**src/rtl/tbc_pkg.sv**
```systemverilog
package tbc_pkg;

  localparam int ENTRIES = 64;
  localparam int BITMAP_WORDS = 16;
  localparam int PTR_W = $clog2(ENTRIES);

  localparam logic [2:0] FUNC_ADD = 3'd0;
  localparam logic [2:0] FUNC_CHECK = 3'd1;
  localparam logic [2:0] FUNC_INV_ADDR = 3'd2;
  localparam logic [2:0] FUNC_INV_RANGE = 3'd3;
  localparam logic [2:0] FUNC_CLEAR = 3'd4;

  localparam logic [1:0] KIND_INVALID = 2'd0;
  localparam logic [1:0] KIND_ARM = 2'd1;

  localparam logic [3:0] MASK_WORD = 4'd15;
  localparam logic [3:0] MASK_LOW3 = 4'd7;

  typedef struct packed {
    logic [2:0]  func;
    logic [5:0]  index;
    logic [31:0] start_address;
    logic [31:0] end_address;
    logic [31:0] saved_instruction;
    logic [1:0]  entry_type;
    logic [31:0] handler_tag;
  } req_t;

  typedef struct packed {
    logic        hit;
    logic [31:0] handler_out;
    logic        patch_valid;
    logic [31:0] patch_address;
    logic [31:0] patch_data;
    logic [3:0]  patch_byte_mask;
    logic        last;
  } rsp_t;

  typedef struct packed {
    logic [1:0]  kind;
    logic [31:0] start_addr;
    logic [31:0] end_addr;
    logic [31:0] saved_word;
    logic [31:0] handler;
  } entry_t;

  localparam int ENTRY_W = $bits(entry_t);

  typedef struct packed {
    logic        set;
    logic        clr_all;
    logic [31:0] set_addr;
  } bm_ctl_t;

endpackage

```
**src/rtl/tbc_bitmap.sv**
```systemverilog
module tbc_bitmap (
  input  logic            clk,
  input  logic            rst_n,
  input  tbc_pkg::bm_ctl_t ctl,
  input  logic [31:0]     look_addr,
  output logic            look_hit
);
  import tbc_pkg::*;

  // One bit per 8 MiB: word from address bits 31:28, bit from 27:23.
  logic [31:0] bm_r [BITMAP_WORDS];

  assign look_hit = bm_r[look_addr[31:28]][look_addr[27:23]];

  always_ff @(posedge clk) begin
    if (!rst_n || ctl.clr_all) begin
      for (int w = 0; w < BITMAP_WORDS; w++) begin
        bm_r[w] <= '0;
      end
    end else if (ctl.set) begin
      bm_r[ctl.set_addr[31:28]][ctl.set_addr[27:23]] <= 1'b1;
    end
  end

endmodule

```
**config.mk**
```make
export PLATFORM = sky130hd
export DESIGN_NAME = tbc_bitmap
export DESIGN_NICKNAME = d
export VERILOG_FILES = /design/src/rtl/tbc_pkg.sv /design/src/rtl/tbc_bitmap.sv
export SDC_FILE = /design/constraint.sdc
export NUM_CORES = 1
export LEC_CHECK = 0
export BUFFER_PORTS_ARGS = -buffer_cell sky130_fd_sc_hd__buf_4
export CAP_MARGIN = 5
export CORE_MARGIN = 3
export CORE_UTILIZATION = 45
export CTS_CLUSTER_SIZE = 30
export DETAILED_ROUTE_END_ITERATION = 6
export PLACE_DENSITY_LB_ADDON = 0.1
export SYNTH_ARGS = -nofsm -noshare
export SYNTH_HDL_FRONTEND = slang
export SYNTH_SLANG_ARGS = --single-unit
```
**constraint.sdc**
```tcl
create_clock -name clk -period 9.11 [get_ports clk]
set_clock_uncertainty 0.15 [all_clocks]
set_input_delay 1.822 -clock clk [delete_from_list [all_inputs] [get_ports clk]]
set_output_delay 1.822 -clock clk [all_outputs]
set_load 0.005 [all_outputs]
```
# Yosys cells after proc, flatten, opt, wreduce, memory -nomap -nowiden
# Memory sizes are Yosys's and may differ from the RTL's.
# Index checks and enable logic that the tools add are counted.
# Widths: inputs -> output; s select.
totals:
  inputBits: 68
  output_inout_bits: 1
  mem_bits_rw: 512
  regBits: 0
  wordCells: 20
  n_memories: 1
classes:
  reduce_logical: 4
  muxes: 12
  magnitude_cmp: 3
mem_list:
  columns: ["name", "words", "word_bits", "read_ports", "rd_ports_with_merged_regs", "write_ports", "line", "text"]
  rows:
  - ["bm_r", 16, 32, 1, 0, 16, "tbc_bitmap.sv:11", "logic [31:0] bm_r [BITMAP_WORDS];"]
op_table:
  columns: ["operator", "n"]
  rows:
  - ["$mux 32", 3]
  - ["$reduce_or 32->1", 1]
  - ["$lt 5x6->1 const B", 2]
  - ["$mux 1", 6]
  - ["$bmux 1 s5", 1]
  - ["$demux 1 s5", 1]
  - ["$ge 5x1->1 const B", 1]
  - ["$mux 4", 1]
  - ["$logic_and 1x1->1", 1]
  - ["$logic_not 1->1", 1]
  - ["$logic_or 1x1->1", 1]

# Logic depth before layout (Yosys ltp)
logic_depth:
  ltp_word: 7
  mapped_depth: 11
  depth_no_buf: 7

# Least setup slack after synthesis
# Ideal clock, no wire load.
synth_path:
  path_type: "input to output"
  from: "input look_addr[28]"
  to: "output look_hit"
  stages: 8
  slack_ns: 3.636
  path_buffers: 2
  t_required_ns: 7.138
  t_arrival_ns: 3.502
  path_cell_list: "buf_6 -> buf_12 -> mux4_1 -> mux4_2 -> nand3_1 -> and4bb_1 -> a2111o_1 -> nand4_1"
synth_via:
  elab_chain_len: 3
synth_lines:
  columns: ["item", "line", "text"]
  rows:
  - ["start: declaration", "tbc_bitmap.sv:5", "input logic [31:0] look_addr,"]
  - ["$mem_v2 16x32", null, null]
  - ["$bmux 1 s5", "tbc_bitmap.sv:13", "assign look_hit = bm_r[look_addr[31:28]][look_addr[27:23]];"]
  - ["$mux 1 (implied by the code)", "tbc_bitmap.sv:13", null]
  - ["end: declaration", "tbc_bitmap.sv:6", "output logic look_hit"]
# No other way between the ends. The select of a mux whose other input is x is not followed.

# Worst setup path in the final report
layout_path:
  from: "input look_addr[29]"
  to: "output look_hit"
# Same word-level chain as after synthesis.

==> summary.md <==
| Metric | Value |
|---|---|
| Status | complete, no violations |
| Seq/Total Area, Yosys | between 50% and 60% |
| Ys async rst share | 0% |
| Comb power frac | between 5 and 6% |
| Number of gates resized after cts | 0 |
| Top_reg_cell synth | dfxtp_1 |
| Power per cell area | roughly 200 nW/um^2 |
| IO Port Bufs | 22 |
| Synth area leaders | dfxtp_1, a22o_1, o21ai_0 |
| Tightest Hold Check Type | reg -> reg |
| Die ar. | around 48,000 um^2 |
| Max_slew headroom | 13.4% |
| DR pass1 iterations | 5 |
| Max stage delay cell, worst path | nand2b_2 |
| Crit end category | primary output |
| Hold-fix buffers, CTS | 0 |
| Startpoint types | primary input |
| Synth area leader | dfxtp_1 |
| Pins over their slew limit | 0 |
| Die extent in x | between 200 and 250 um |
| CTS tree | done |
| Clock Latency Late Sink | ~0.57 ns |
| RSZ-0062 raised after global routing | false |
| Clk buf depth | 3 |
| Number of global-route vias before repair | ~14,000 |
| Grt ovf | 0 |
| Yosys top cell area share | roughly half |
| Routed WL | about 59,000 um |
| CTS H-Tree Depth | 2 |
| Via count | 15,300 |
| Sequential Power Share | between 40% and 50% |
| Initial antenna violation count | 1 |
| Core ar. | about 45,000 um^2 |
| Largest stage delay, worst path | ~0.73 ns |
| Synth cell types | between 40 and 50 |
| Dpl hpwl | between 30,000 and 40,000 um |
| Post-synth EDFFs | 0 |
| Final setup viols | 0 |
| N_diodes | 0 |
| Tot GR Track Use | approximately a quarter |
| Area growth, synth to finish | 9.73% |
| Syn Nets | 2,015 |
| Clock sinks | 512 |
| Syn_area_per_cell | 10.5 um^2 |
| Ys Warns | 0 |
| Clock root buffer | clkbuf_16 |
| Top reg by flops | bm_r |
| TNS Setup | 0 ns |
| Largest net degree at the start of global routing | 124 |
| Max reg flops | 512 |
| Die Span Y | 219 um |
| Clock transition at the registers of the reported paths | 0.05 ns |
| Crit path buffers/inverters | 4 |
| Tcrit/Tclk final | 81.0% |
| CP required | between 7 and 8 ns |
| Top Registers | bm_r: 512 flops |
| Top delay family on crit path | buffers and inverters |
| Fillers | slightly above 4,000 |
| Crit path time final | between 7 and 8 ns |
| Pre-CTS WS | 1.86 ns |
| Measured slew at the worst slew-check pin | roughly 1.3 ns |
| Via density per instance | around 6.1 |
| Final ANT Viol Nets | 0 |
| Fmax | ~0.14 GHz |
| Num CTS Buffers | 53 |
| P_sw | 1040 uW |
| Utilization after layout | around half |
| FF+latch count, synth | between 500 and 600 |
| P_int | about 3500 uW |
| Setup ws final | ~1.7 ns |
| First-pass GRT wire length | 89,500 um |
| Total design power | 4560 uW |
| Cells after Synth | around 2,000 |
| DR WL/cell | 23.4 um |
| Crit path top cell by count | buf_4 |
| Post-Syn Area | between 20,000 and 25,000 um^2 |
| Critical path peak fanout | 31 |
| Starting Density | a little under half |
| Clock power share | a little under half |
| Crit path DAT | around 5.4 ns |
| MaxCap Viol Count | 0 |
| CP cell instances | buf_4 -> nand2b_2 -> buf_4 -> buf_4 -> o221ai_1 -> o22ai_1 -> nor3_1 -> o31ai_1 -> a2111o_1 -> nand4_1 -> buf_4 |
| Fin Hold WS | between 0.2 and 0.3 ns |
| Max rail drop VDD | approximately 170 uV |
| Leakage | ~0.0082 uW |
| Post-CTS setup buffer count | 0 |
| Sw frac | 22.8% |
| # DRC | 0 |
| Drt first-iter violations | 1,278 |
| Final Hold Fails | 0 |
| Rows | 77 |
| CP Class | in -> out |
| I/O Pins | a little under 70 |
| GPL Wtd Cong | about 0.9 |
| Fraction of layout cells with a size suffix above 1 | 10.9% |
| Final #Nets | about 1,900 |
power groups by stage:
stage | Combinational, uW | Sequential [uW] | Clock, uW
2_1_floorplan | 159 | 2290 | 0
5_1_grt | 245 | 2240 | 2220
3_5_place_dp | 231 | 2290 | 0
6_report | 234 | 2240 | 2080
4_1_cts | 231 | 2240 | 2130
3_3_place_gp | 229 | 2290 | 0
cells in the final DEF, fill, tap and decap left out, types with 3 or more instances in the layout:
cell type	instances
o211ai_1	7
o22ai_1	26
nor4_2	3
o21ai_0	264
a21oi_1	35
mux4_1	26
a2111o_1	3
mux4_2	46
nor3_2	6
buf_4	62
nor4_1	4
nand4_1	5
clkbuf_8	15
nand3b_1	3
dfxtp_1	512
nor2b_1	6
nand2b_1	4
a22o_1	256
nor3_1	4
clkbuf_1	16
clkinv_2	7
clkbuf_16	53
nand3_1	10
inv_1	3
nor2_1	42
mux2i_1	116
nand2_1	294
nor3b_1	3
o221ai_1	54
o221ai_2	4
kinds of logic (layout without fill, tap and decap cells):
group	Yosys count	after routing	synth area share (%)
AO/OA/AOI/OAI	657	657	22.5
buffers and inverters	191	163	4.94
flip-flops	512	512	50.2
multiplexers	188	188	14.1
AND/OR/NAND/NOR	399	399	8.21
layer usage:
metal  track usage (%)  up-vias  wire length (um)  part of all wire [%]
met5                 0        -                11                 0.019
met4              6.83        2              1350                   2.3
met3              3.50       84              3990                   6.8
met2              36.7      478             25900                    44
met1              36.1     7605             27600                    47
li1                  -     7103                 -                     -
synth_stat cells (4+ instances only):
cell and count:
a21oi_1 35, a22o_1 256, buf_1 4, buf_12 7, buf_2 27, buf_6 7, buf_8 7, clkbuf_1 131
dfxtp_1 512, mux2i_1 116, mux4_1 26, mux4_2 46, nand2_1 295, nand2b_1 5, nand3_1 10, nand4_1 5
nor2_1 42, nor2b_1 7, nor3_1 10, nor4_1 5, o211ai_1 7, o21ai_0 264, o221ai_1 54, o221ai_2 4
o22ai_1 26
worst reg2reg max path, delay by kind of cell (launching register included):
family             cells  cell delay [ns]
AOI/OAI and AO/OA      1             0.11
DFF                    1             0.32
and+or+nand+nor        1             0.05
layout make-up:
class	instances	area, um^2	share of cell area [%]
sequential	512	10200	45.8
multi-input combinational	1244	9200	41.1
clock buffer	84	1590	7.11
tap	592	741	3.31
timing repair buffer	65	520	2.32
clock inverter	9	72.6	0.324
inverter	5	18.8	0.0838
path summary, 6_finish.rpt:
path | startpoint | to | slack (ns) | depth (start not counted)
setup / recovery | look_addr[29] | look_hit | 1.73 | 11
setup reg to reg | bm_r[3][27] | bm_r[3][27] | 8.31 | 2
hold reg to reg | bm_r[4][13] | bm_r[4][13] | 0.30 | 2
hold / removal | bm_r[4][13] | bm_r[4][13] | 0.30 | 2
metrics by stage:
| stage | instance area [um^2] | std cells |
|---|---|---|
| 6_report | 22400 | 2511 |
| 2_1_floorplan | 20400 | 1947 |
| 5_1_grt | 22400 | 2511 |
| 3_3_place_gp | 20700 | 2418 |
| 3_5_place_dp | 20700 | 2418 |
| 4_1_cts | 22400 | 2511 |
(Power assumes the default switching activity.)
