--- config.mk ---
export PLATFORM = sky130hd
export DESIGN_NAME = tbc_ram
export DESIGN_NICKNAME = d
export VERILOG_FILES = /design/src/rtl/tbc_ram.sv
export SDC_FILE = /design/constraint.sdc
export NUM_CORES = 1
export LEC_CHECK = 0
export ABC_AREA = 1
export BUFFER_PORTS_ARGS = -buffer_cell sky130_fd_sc_hd__buf_2
export CAP_MARGIN = 20
export CORE_MARGIN = 4
export CORE_UTILIZATION = 40
export CTS_CLUSTER_DIAMETER = 80
export DETAILED_ROUTE_END_ITERATION = 7
export GPL_TIMING_DRIVEN = 0
export HOLD_SLACK_MARGIN = 0.12
export PLACE_DENSITY = 0.56
export SETUP_SLACK_MARGIN = 0.1
export SLEW_MARGIN = 40
export SYNTH_ARGS = -nofsm -noshare
export SYNTH_HDL_FRONTEND = slang
export SYNTH_SLANG_ARGS = --single-unit
--- constraint.sdc ---
create_clock -name clk -period 1.3 [get_ports clk]
set_input_delay 0.195 -clock clk [delete_from_list [all_inputs] [get_ports clk]]
set_output_delay 0.195 -clock clk [all_outputs]
set_load 0.02 [all_outputs]
--- src/rtl/tbc_ram.sv ---
module tbc_ram #(
  parameter int WIDTH = 8,
  parameter int DEPTH = 16
) (
  input  logic                     clk,
  input  logic                     wr_en,
  input  logic [$clog2(DEPTH)-1:0] wr_addr,
  input  logic [WIDTH-1:0]         wr_data,
  input  logic [$clog2(DEPTH)-1:0] rd_addr,
  output logic [WIDTH-1:0]         rd_data
);

  logic [WIDTH-1:0] mem [DEPTH];

  always_ff @(posedge clk) begin
    if (wr_en) begin
      mem[wr_addr] <= wr_data;
    end
    rd_data <= mem[rd_addr];
  end

endmodule

==> Word level (Yosys, flattened, before mapping) <==
Memories as Yosys holds them, arrays and structs flattened. A register that Yosys moved wholly into a read port is not among the register bits.
Index checks and enable logic that the tools add are counted.
{ "classes": {"muxes": 2} }
{ "op_table": {"columns": ["op", "n"], "rows": [
  ["1-bit 2-to-1 mux", 2]
]} }
{ "totals": {"regBits": 0, "ram_bits": 128, "input_bits": 18, "output_inout_bits": 8, "elab_cells": 3, "mem_count": 1} }
{ "memory_table": {"columns": ["name", "words", "word_bits", "rd", "rd_clocked_by_memory_dff", "wr", "line_no", "rtl"], "rows": [
  ["mem", 16, 8, 1, 1, 1, "13", "logic [WIDTH-1:0] mem [DEPTH];"]
]} }

==> Logic depth before layout (Yosys ltp) <==
Gate-level depths: netlist of the first run.
{ "logic_depth": {"depth_word": 2, "mapped_depth": 8, "depth_no_buf": 7} }

==> Worst setup path before layout of the first run <==
OpenSTA, ideal clock, no wires.
{ "synth_timing": {"path_kind": "input to register", "start": "in wr_addr[2]", "end": "mem mem[10][0] (enable)", "setup_ps": 370, "arrival_time_ps": 776, "t_required_ps": 930, "setup_slack_ps": 154, "path_stages": 2, "n_path_buf": 0, "cell_sequence": "nand3b_1 -> nor2_1"} }
{ "synth_rtl": {"columns": ["item", "line_no", "rtl"], "rows": [
  ["start: declaration", "7", "input logic [$clog2(DEPTH)-1:0] wr_addr,"],
  ["end: declaration", "13", null]
]} }
Straight into the memory's write port.

==> Worst setup path in the final report of the first run <==
{ "layout_timing": {"start": "in wr_addr[2]", "end": "mem mem[9][2] (enable)"} }
Straight into the memory's write port.

==> key figures, run 1 <==
Yosys
  • Synth warn: 0
  • Post-Syn Area: 5770 um^2
  • Yosys cell types: 12
  • Synth Instances: 551
  • Number of synthesized register bits: 136
  • Sequential area share after synthesis: 0.694
  • Syn Area/Cell: 10.5 um^2
  • Synthesized Nets: 569

STA
  • Fmax: 0.834 GHz
  • Worst Tran Pin Value: 0.865 ns
  • Relative slew slack: 0.422
  • Min Tclk post-route: 1.20 ns
  • Setup slack after layout: 0.101 ns
  • Setup TNS: 0 ns
  • Slew Viols, Final: 0
  • Setup Skew: 0.00482 ns
  • Final setup fails: 0
  • WHS: 0.188 ns
  • Final hold viol count: 0
  • Period utilisation layout: 0.923
  • RSZ-0062 raised after global routing: yes

Final layout
  • Share of cells above drive strength 1: 0.137
  • Final nets: 610
  • Fin area: 6750 um^2
  • Area grow syn2layout: 17.0%
  • Fill cell count: 1315
  • Area occupied by multi-input gates: 1240 um^2
  • Antenna cells: 0
  • Sequential cell area: 4000 um^2

GRT
  • Grt met3 use: 0.0342
  • Initial antenna violation count: 0
  • GRT Overall Usage: 0.185
  • Gr ovfl total: 0
  • Gr busiest metal: met2
  • Global-route wire length before repair: 22000 um
  • Largest net degree at the start of global routing: 17
  • Vias in the first global route: 3689
  • Met2 usage: 0.288
  • Grt met1 use: 0.252

Clock tree
  • Post-CTS setup repair buffer count: 0
  • Clock tree from TritonCTS: built
  • Clock buffer count from CTS: 17
  • H-tree levels: 4
  • Clk root buf: clkbuf_16
  • Clk slew on worst S/H paths: 0.06 ns
  • Clock buffer depth: 2
  • Clk_lat worst skew: 0.42 ns
  • Clk sinks: 136

Power and ir drop
  • Sw Share: 0.207
  • Pleak: 2.91 nW
  • Share of power burned in registers: 0.462
  • Pwr/cell area: 1580 nW/um^2
  • Sw Pwr: 2.21 mW
  • Clk pwr share: 0.475
  • Peak supply drop: 0.000861 V
  • Combinational share of power: 0.063
  • Power, Total: 10.7 mW
  • Int Power: 8.47 mW

Worst setup path
  • Delay-heaviest family, CP: simple AND/OR/NAND/NOR gates
  • Largest fanout on the critical path: 8
  • CP peak stage delay: 0.70 ns
  • Worst R2R Start: mem[13][3]$_DFFE_PP_
  • Cell Chain, Critical Path: buf_2, nand3b_1, nor2_1
  • Critical path data arrival time: 1.24 ns
  • CP Launch Type: input port
  • Critical path required time: 1.34 ns
  • Buf/Inv on CP: 1
  • Critical Path Source: wr_addr[2]
  • Slowest cell on the critical path: nor2_1
  • WS Path Type: in2reg
  • Critical path endpoint category: register

Placed design
  • Placer Congestion: 0.881
  • Placed Area: 6120 um^2
  • Dpl ws: -0.378 ns
  • DP Wirelength: 9300 um
  • IO Port Bufs: 22

Floorplan
  • Core Box Area: 14000 um^2
  • Die height: 128 um
  • Rows: 43
  • Initial core utilization: 0.412
  • DIE WIDTH: 128 um
  • # IOs: 26
  • Die area: 16400 um^2

Route
  • Vias per cell: 4.89
  • DR vias: 3840
  • Drt wl/cell: 18.2 um
  • DR pass1 iterations: 5
  • ANT nets after route: 0
  • Iteration-0 DRC Markers: 387
  • Detailed Route WL: 14300 um
  • Residual DRC count: 0

Hold path
  • Hold_sp: wr_data[2]
  • Hold WC Path Type: in2reg

Job
  • Max cap viols: 0

Status
  • Run status: finished, final reports clean
==> registers in the layout, indices dropped and copies added (netlist names) <==
register	count
mem	128
rd_data	8
==> worst paths after layout <==
| kind | to | slack [ns] | cells after the start |
|---|---|---|---|
| worst min-delay path | mem[1][2]$_DFFE_PP_ | 0.19 | 1 |
| worst max-delay path | mem[9][2]$_DFFE_PP_ | 0.10 | 3 |
| worst min register to register | rd_data[2]$_DFF_P_ | 0.68 | 6 |
| worst max register to register | rd_data[3]$_DFF_P_ | 0.24 | 6 |
==> cell usage in the layout (no fill, tap or decap) <==
| cell type | instances |
|---|---|
| buf_2 | 35 |
| edfxtp_1 | 128 |
| dfxtp_1 | 8 |
| clkinv_2 | 4 |
| nor2_2 | 10 |
| inv_1 | 100 |
| nand2_1 | 173 |
| clkbuf_1 | 4 |
| buf_4 | 4 |
| bufinv_16 | 5 |
| clkinv_1 | 2 |
| nor2_1 | 7 |
| nand3b_1 | 2 |
| clkbuf_16 | 17 |
| buf_1 | 1 |
| buf_6 | 6 |
| inv_2 | 2 |
| nand3_1 | 97 |
==> cells by family (layout without fill, tap and decap cells) <==
group	count (synthesis)	after routing	share of synthesized area
and+or+nand+nor	289	289	0.210
DFF	136	136	0.694
buffers and inverters	126	180	0.0952
==> metrics by stage <==
| stage | utilization | std cells |
|---|---|---|
| 3_5_place_dp | 0.437 | 753 |
| 3_3_place_gp | 0.436 | 753 |
| 5_1_grt | 0.482 | 785 |
| 4_1_cts | 0.482 | 785 |
| 6_report | 0.482 | 785 |
| 2_1_floorplan | - | 551 |
==> worst register-to-register path, cell delays in order (launching register included) <==
cell and delay [ns]:
edfxtp_1 0.37, inv_1 0.06, nand2_1 0.05, nand3_1 0.11
nand3_1 0.11, nand3_1 0.16, nand2_1 0.09
==> power by group through the flow <==
stage / Clock (mW) / Combinational, mW / Sequential (mW)
2_1_floorplan: 0 / 0.346 / 5.05
3_3_place_gp: 0 / 0.662 / 5.01
3_5_place_dp: 0 / 0.673 / 5.02
4_1_cts: 5.12 / 0.677 / 4.93
5_1_grt: 5.36 / 0.740 / 4.94
6_report: 5.07 / 0.674 / 4.93
==> synth_stat cells <==
| cell type | count | area share |
|---|---|---|
| nand2_1 | 173 | 0.11 |
| dfxtp_1 | 8 | 0.028 |
| buf_6 | 6 | 0.012 |
| buf_1 | 1 | 0.00065 |
| inv_1 | 100 | 0.065 |
| nor2_1 | 17 | 0.011 |
| inv_2 | 2 | 0.0013 |
| buf_2 | 13 | 0.011 |
| buf_4 | 4 | 0.0052 |
| edfxtp_1 | 128 | 0.67 |
| nand3b_1 | 2 | 0.0026 |
| nand3_1 | 97 | 0.084 |
==> area by class of cell <==
| class | count | area share |
|---|---|---|
| multi-input cells | 289 | 0.184 |
| well taps | 180 | 0.0334 |
| clock buffers | 21 | 0.0653 |
| repair buffers | 22 | 0.0163 |
| flip-flops and latches | 136 | 0.594 |
| clock inverters | 11 | 0.0263 |
| plain buffers | 24 | 0.0247 |
| inverters | 102 | 0.0568 |
==> timing repair <==
action	CTS	global route
resized for setup	1	0
setup endpoints to repair	8	16
hold buffers	0	0
gates cloned	0	0
==> layer usage <==
metal | share of wire | up-vias
met4 | 0.031 | 0
met2 | 0.47 | 132
met5 | 0 | -
met1 | 0.44 | 1822
met3 | 0.054 | 27
li1 | - | 1859
Power figures use the tool's default switching activity.
==> run 2, diff against run 1 <==
CORE_UTILIZATION = 65   (was 40)
PLACE_DENSITY = 0.84   (was 0.56)
clock period = 1.55 ns   (was 1.3 ns; I/O delays follow)
==> run 2 against run 1 <==
Compared with the run above: worst setup slack better by 0.23 ns; combinational power is 14% lower; sequential share of layout area is 0.61 points higher; sequential cell count stayed put; clock power is 17% lower; clock skew is 0.0027 ns higher; wire length is 0.44% lower; via count is 8.1% higher; first-iteration DRC count is 44% higher; largest power group unchanged; sequential power is 16% lower; critical path depth stayed put; die area is 36% lower.
==> key figures, run 2 (synthesized netlist as in run 1, its figures left out) <==
Status
  • Run status: finished, final reports clean

Placed design
  • DP Wirelength: 8450 um (-9.2%)
  • IO Port Bufs: 22 (unchanged)
  • Placer Congestion: 0.897 (+1.9%)

Worst setup path
  • Largest fanout on the critical path: 8 (unchanged)
  • Critical path endpoint category: register
  • Critical path required time: 1.70 ns (+0.36 ns)
  • Critical path data arrival time: 1.37 ns (+0.13 ns)
  • Critical Path Source: wr_addr[3]
  • WS Path Type: in2reg
  • CP Launch Type: input port
  • R2r setup slk: 0.50 ns (+0.26 ns)
  • Worst R2R Start: mem[6][3]$_DFFE_PP_
  • Worst r2r path cells: 6 (unchanged)
  • CP Capture Point: mem[4][0]$_DFFE_PP_
  • Worst R2R End: rd_data[3]$_DFF_P_

Route
  • Residual DRC count: 0 (unchanged)
  • Iteration-0 DRC Markers: 558 (+44%)
  • ANT nets after route: 0 (unchanged)
  • Vias per cell: 5.79 (+18%)
  • DR vias: 4151 (+8.1%)
  • Detailed Route WL: 14200 um (-0.44%)
  • Drt wl/cell: 19.8 um (+9.0%)
  • DR pass1 iterations: 6 (+1)

STA
  • Worst Tran Pin Value: 0.827 ns (-0.0380 ns)
  • Slew Viols, Final: 0 (unchanged)
  • Setup Skew: 0.00751 ns (+0.00268 ns)
  • Fmax: 0.823 GHz
  • Setup TNS: 0 ns (unchanged)
  • RSZ-0062 raised after global routing: no
  • Relative slew slack: 0.447 (+0.0254)
  • Period utilisation layout: 0.784
  • Min Tclk post-route: 1.21 ns
  • Final setup fails: 0 (unchanged)
  • WHS: 0.131 ns (-0.0568 ns)
  • Final hold viol count: 0 (unchanged)

Final layout
  • Commonest non-fill, non-tap cell in the layout: nand2_1
  • Most frequent cells in the layout: nand2_1, edfxtp_1, inv_1
  • Antenna cells: 0 (unchanged)
  • Max FFs per register: 128 (unchanged)
  • Biggest register: mem
  • Fill cell count: 540 (-59%)
  • Sequential cell area: 4000 um^2 (unchanged)
  • Area grow syn2layout: 15.8%
  • Share of cells above drive strength 1: 0.135 (-0.00254)
  • Final nets: 614 (+0.66%)
  • Largest regs: mem: 128 flops, rd_data: 8 flops
  • Area occupied by multi-input gates: 1220 um^2 (-1.2%)

Clock tree
  • H-tree levels: 4 (unchanged)
  • Post-CTS setup repair buffer count: 0 (unchanged)
  • Clk_lat worst skew: 0.53 ns (+0.11 ns)
  • Clock buffer count from CTS: 17 (unchanged)
  • Clock buffer depth: 2 (unchanged)
  • Clk root buf: clkbuf_8
  • Clk sinks: 136 (unchanged)
  • Clock tree from TritonCTS: built
  • Clk slew on worst S/H paths: 0.06 ns (about the same)

Floorplan
  • Initial core utilization: 0.665 (+0.252)
  • Rows: 34 (-21%)
  • Die height: 102 um (-20%)
  • Die area: 10400 um^2 (-36%)
  • Core Box Area: 8680 um^2 (-38%)
  • # IOs: 26 (unchanged)
  • DIE WIDTH: 102 um (-20%)

Hold path
  • Hold_sp: wr_data[5]
  • Hold WC Path Type: in2reg

Power and ir drop
  • Peak supply drop: 0.000911 V (+5.8%)
  • Pwr/cell area: 1330 nW/um^2 (-16%)
  • Pleak: 2.92 nW (+0.23%)

Job
  • Max cap viols: 0 (unchanged)

GRT
  • Initial antenna violation count: 0 (unchanged)
  • Gr ovfl total: 0 (unchanged)
  • Global-route wire length before repair: 21900 um (-0.44%)
  • Vias in the first global route: 3943 (+6.9%)
  • GRT Overall Usage: 0.296 (+0.112)
  • Largest net degree at the start of global routing: 17 (unchanged)
==> run 2: metal layers <==
metal | share of wire | vias to the layer above | routed length [um] | GRT usage
li1 | - | 1869 | - | -
met1 | 0.36 | 1915 | 5070 | 0.402
met2 | 0.48 | 314 | 6840 | 0.473
met3 | 0.13 | 53 | 1830 | 0.0696
met4 | 0.032 | 0 | 460 | 0.110
met5 | 0 | - | 0 | 0
==> run 2: layout make-up <==
type / count / share of cell area
repair buffers: 26 / 0.0225
well taps: 108 / 0.0202
plain buffers: 24 / 0.0249
flip-flops and latches: 136 / 0.600
multi-input cells: 289 / 0.183
clock inverters: 15 / 0.0300
clock buffers: 17 / 0.0620
inverters: 102 / 0.0573
==> run 2: how the worst min path moves through the flow <==
stage / end / slack, ns / cells past startpoint
global placement: rd_data[2] / 0.65 / 1
global route: mem[3][5]$_DFFE_PP_ / 0.12 / 1
detailed placement: rd_data[3] / 0.65 / 1
finish: mem[14][5]$_DFFE_PP_ / 0.13 / 1
CTS: mem[15][6]$_DFFE_PP_ / 0.12 / 1
floorplan: mem[0][0]$_DFFE_PP_ / 0.33 / 0
==> run 2: per-stage QoR <==
stage               total power, mW  std cells  setup WS, ns   util  area, um^2
finish                         8.90        717         0.336  0.769        6680
global route                   9.14        717         0.233  0.769        6680
CTS                            8.86        716         0.298  0.767        6660
detailed placement             4.75        681        -0.250  0.693        6010
global placement               4.73        681        -0.163  0.693        6010
floorplan                      4.53        551         0.367      -        5770
==> run 2: repair_timing <==
item / 4_1_cts / 5_1_grt
hold buffers: 3 / 1
resized for setup: 0 / 0
endpoints found under the hold margin: 18 / 1
==> run 2: worst max-delay path, cell delays in order <==
cell	delay, ns
buf_2	0.12
nand3b_1	0.30
nor2_1	0.71
==> run 2: report_power, final <==
group | total [mW] | leakage [nW] | switching (mW) | internal (mW)
clock | 4.19 | 0.293 | 1.57 | 2.62
sequential | 4.13 | 1.22 | 0.0210 | 4.11
combinational | 0.579 | 1.40 | 0.414 | 0.165
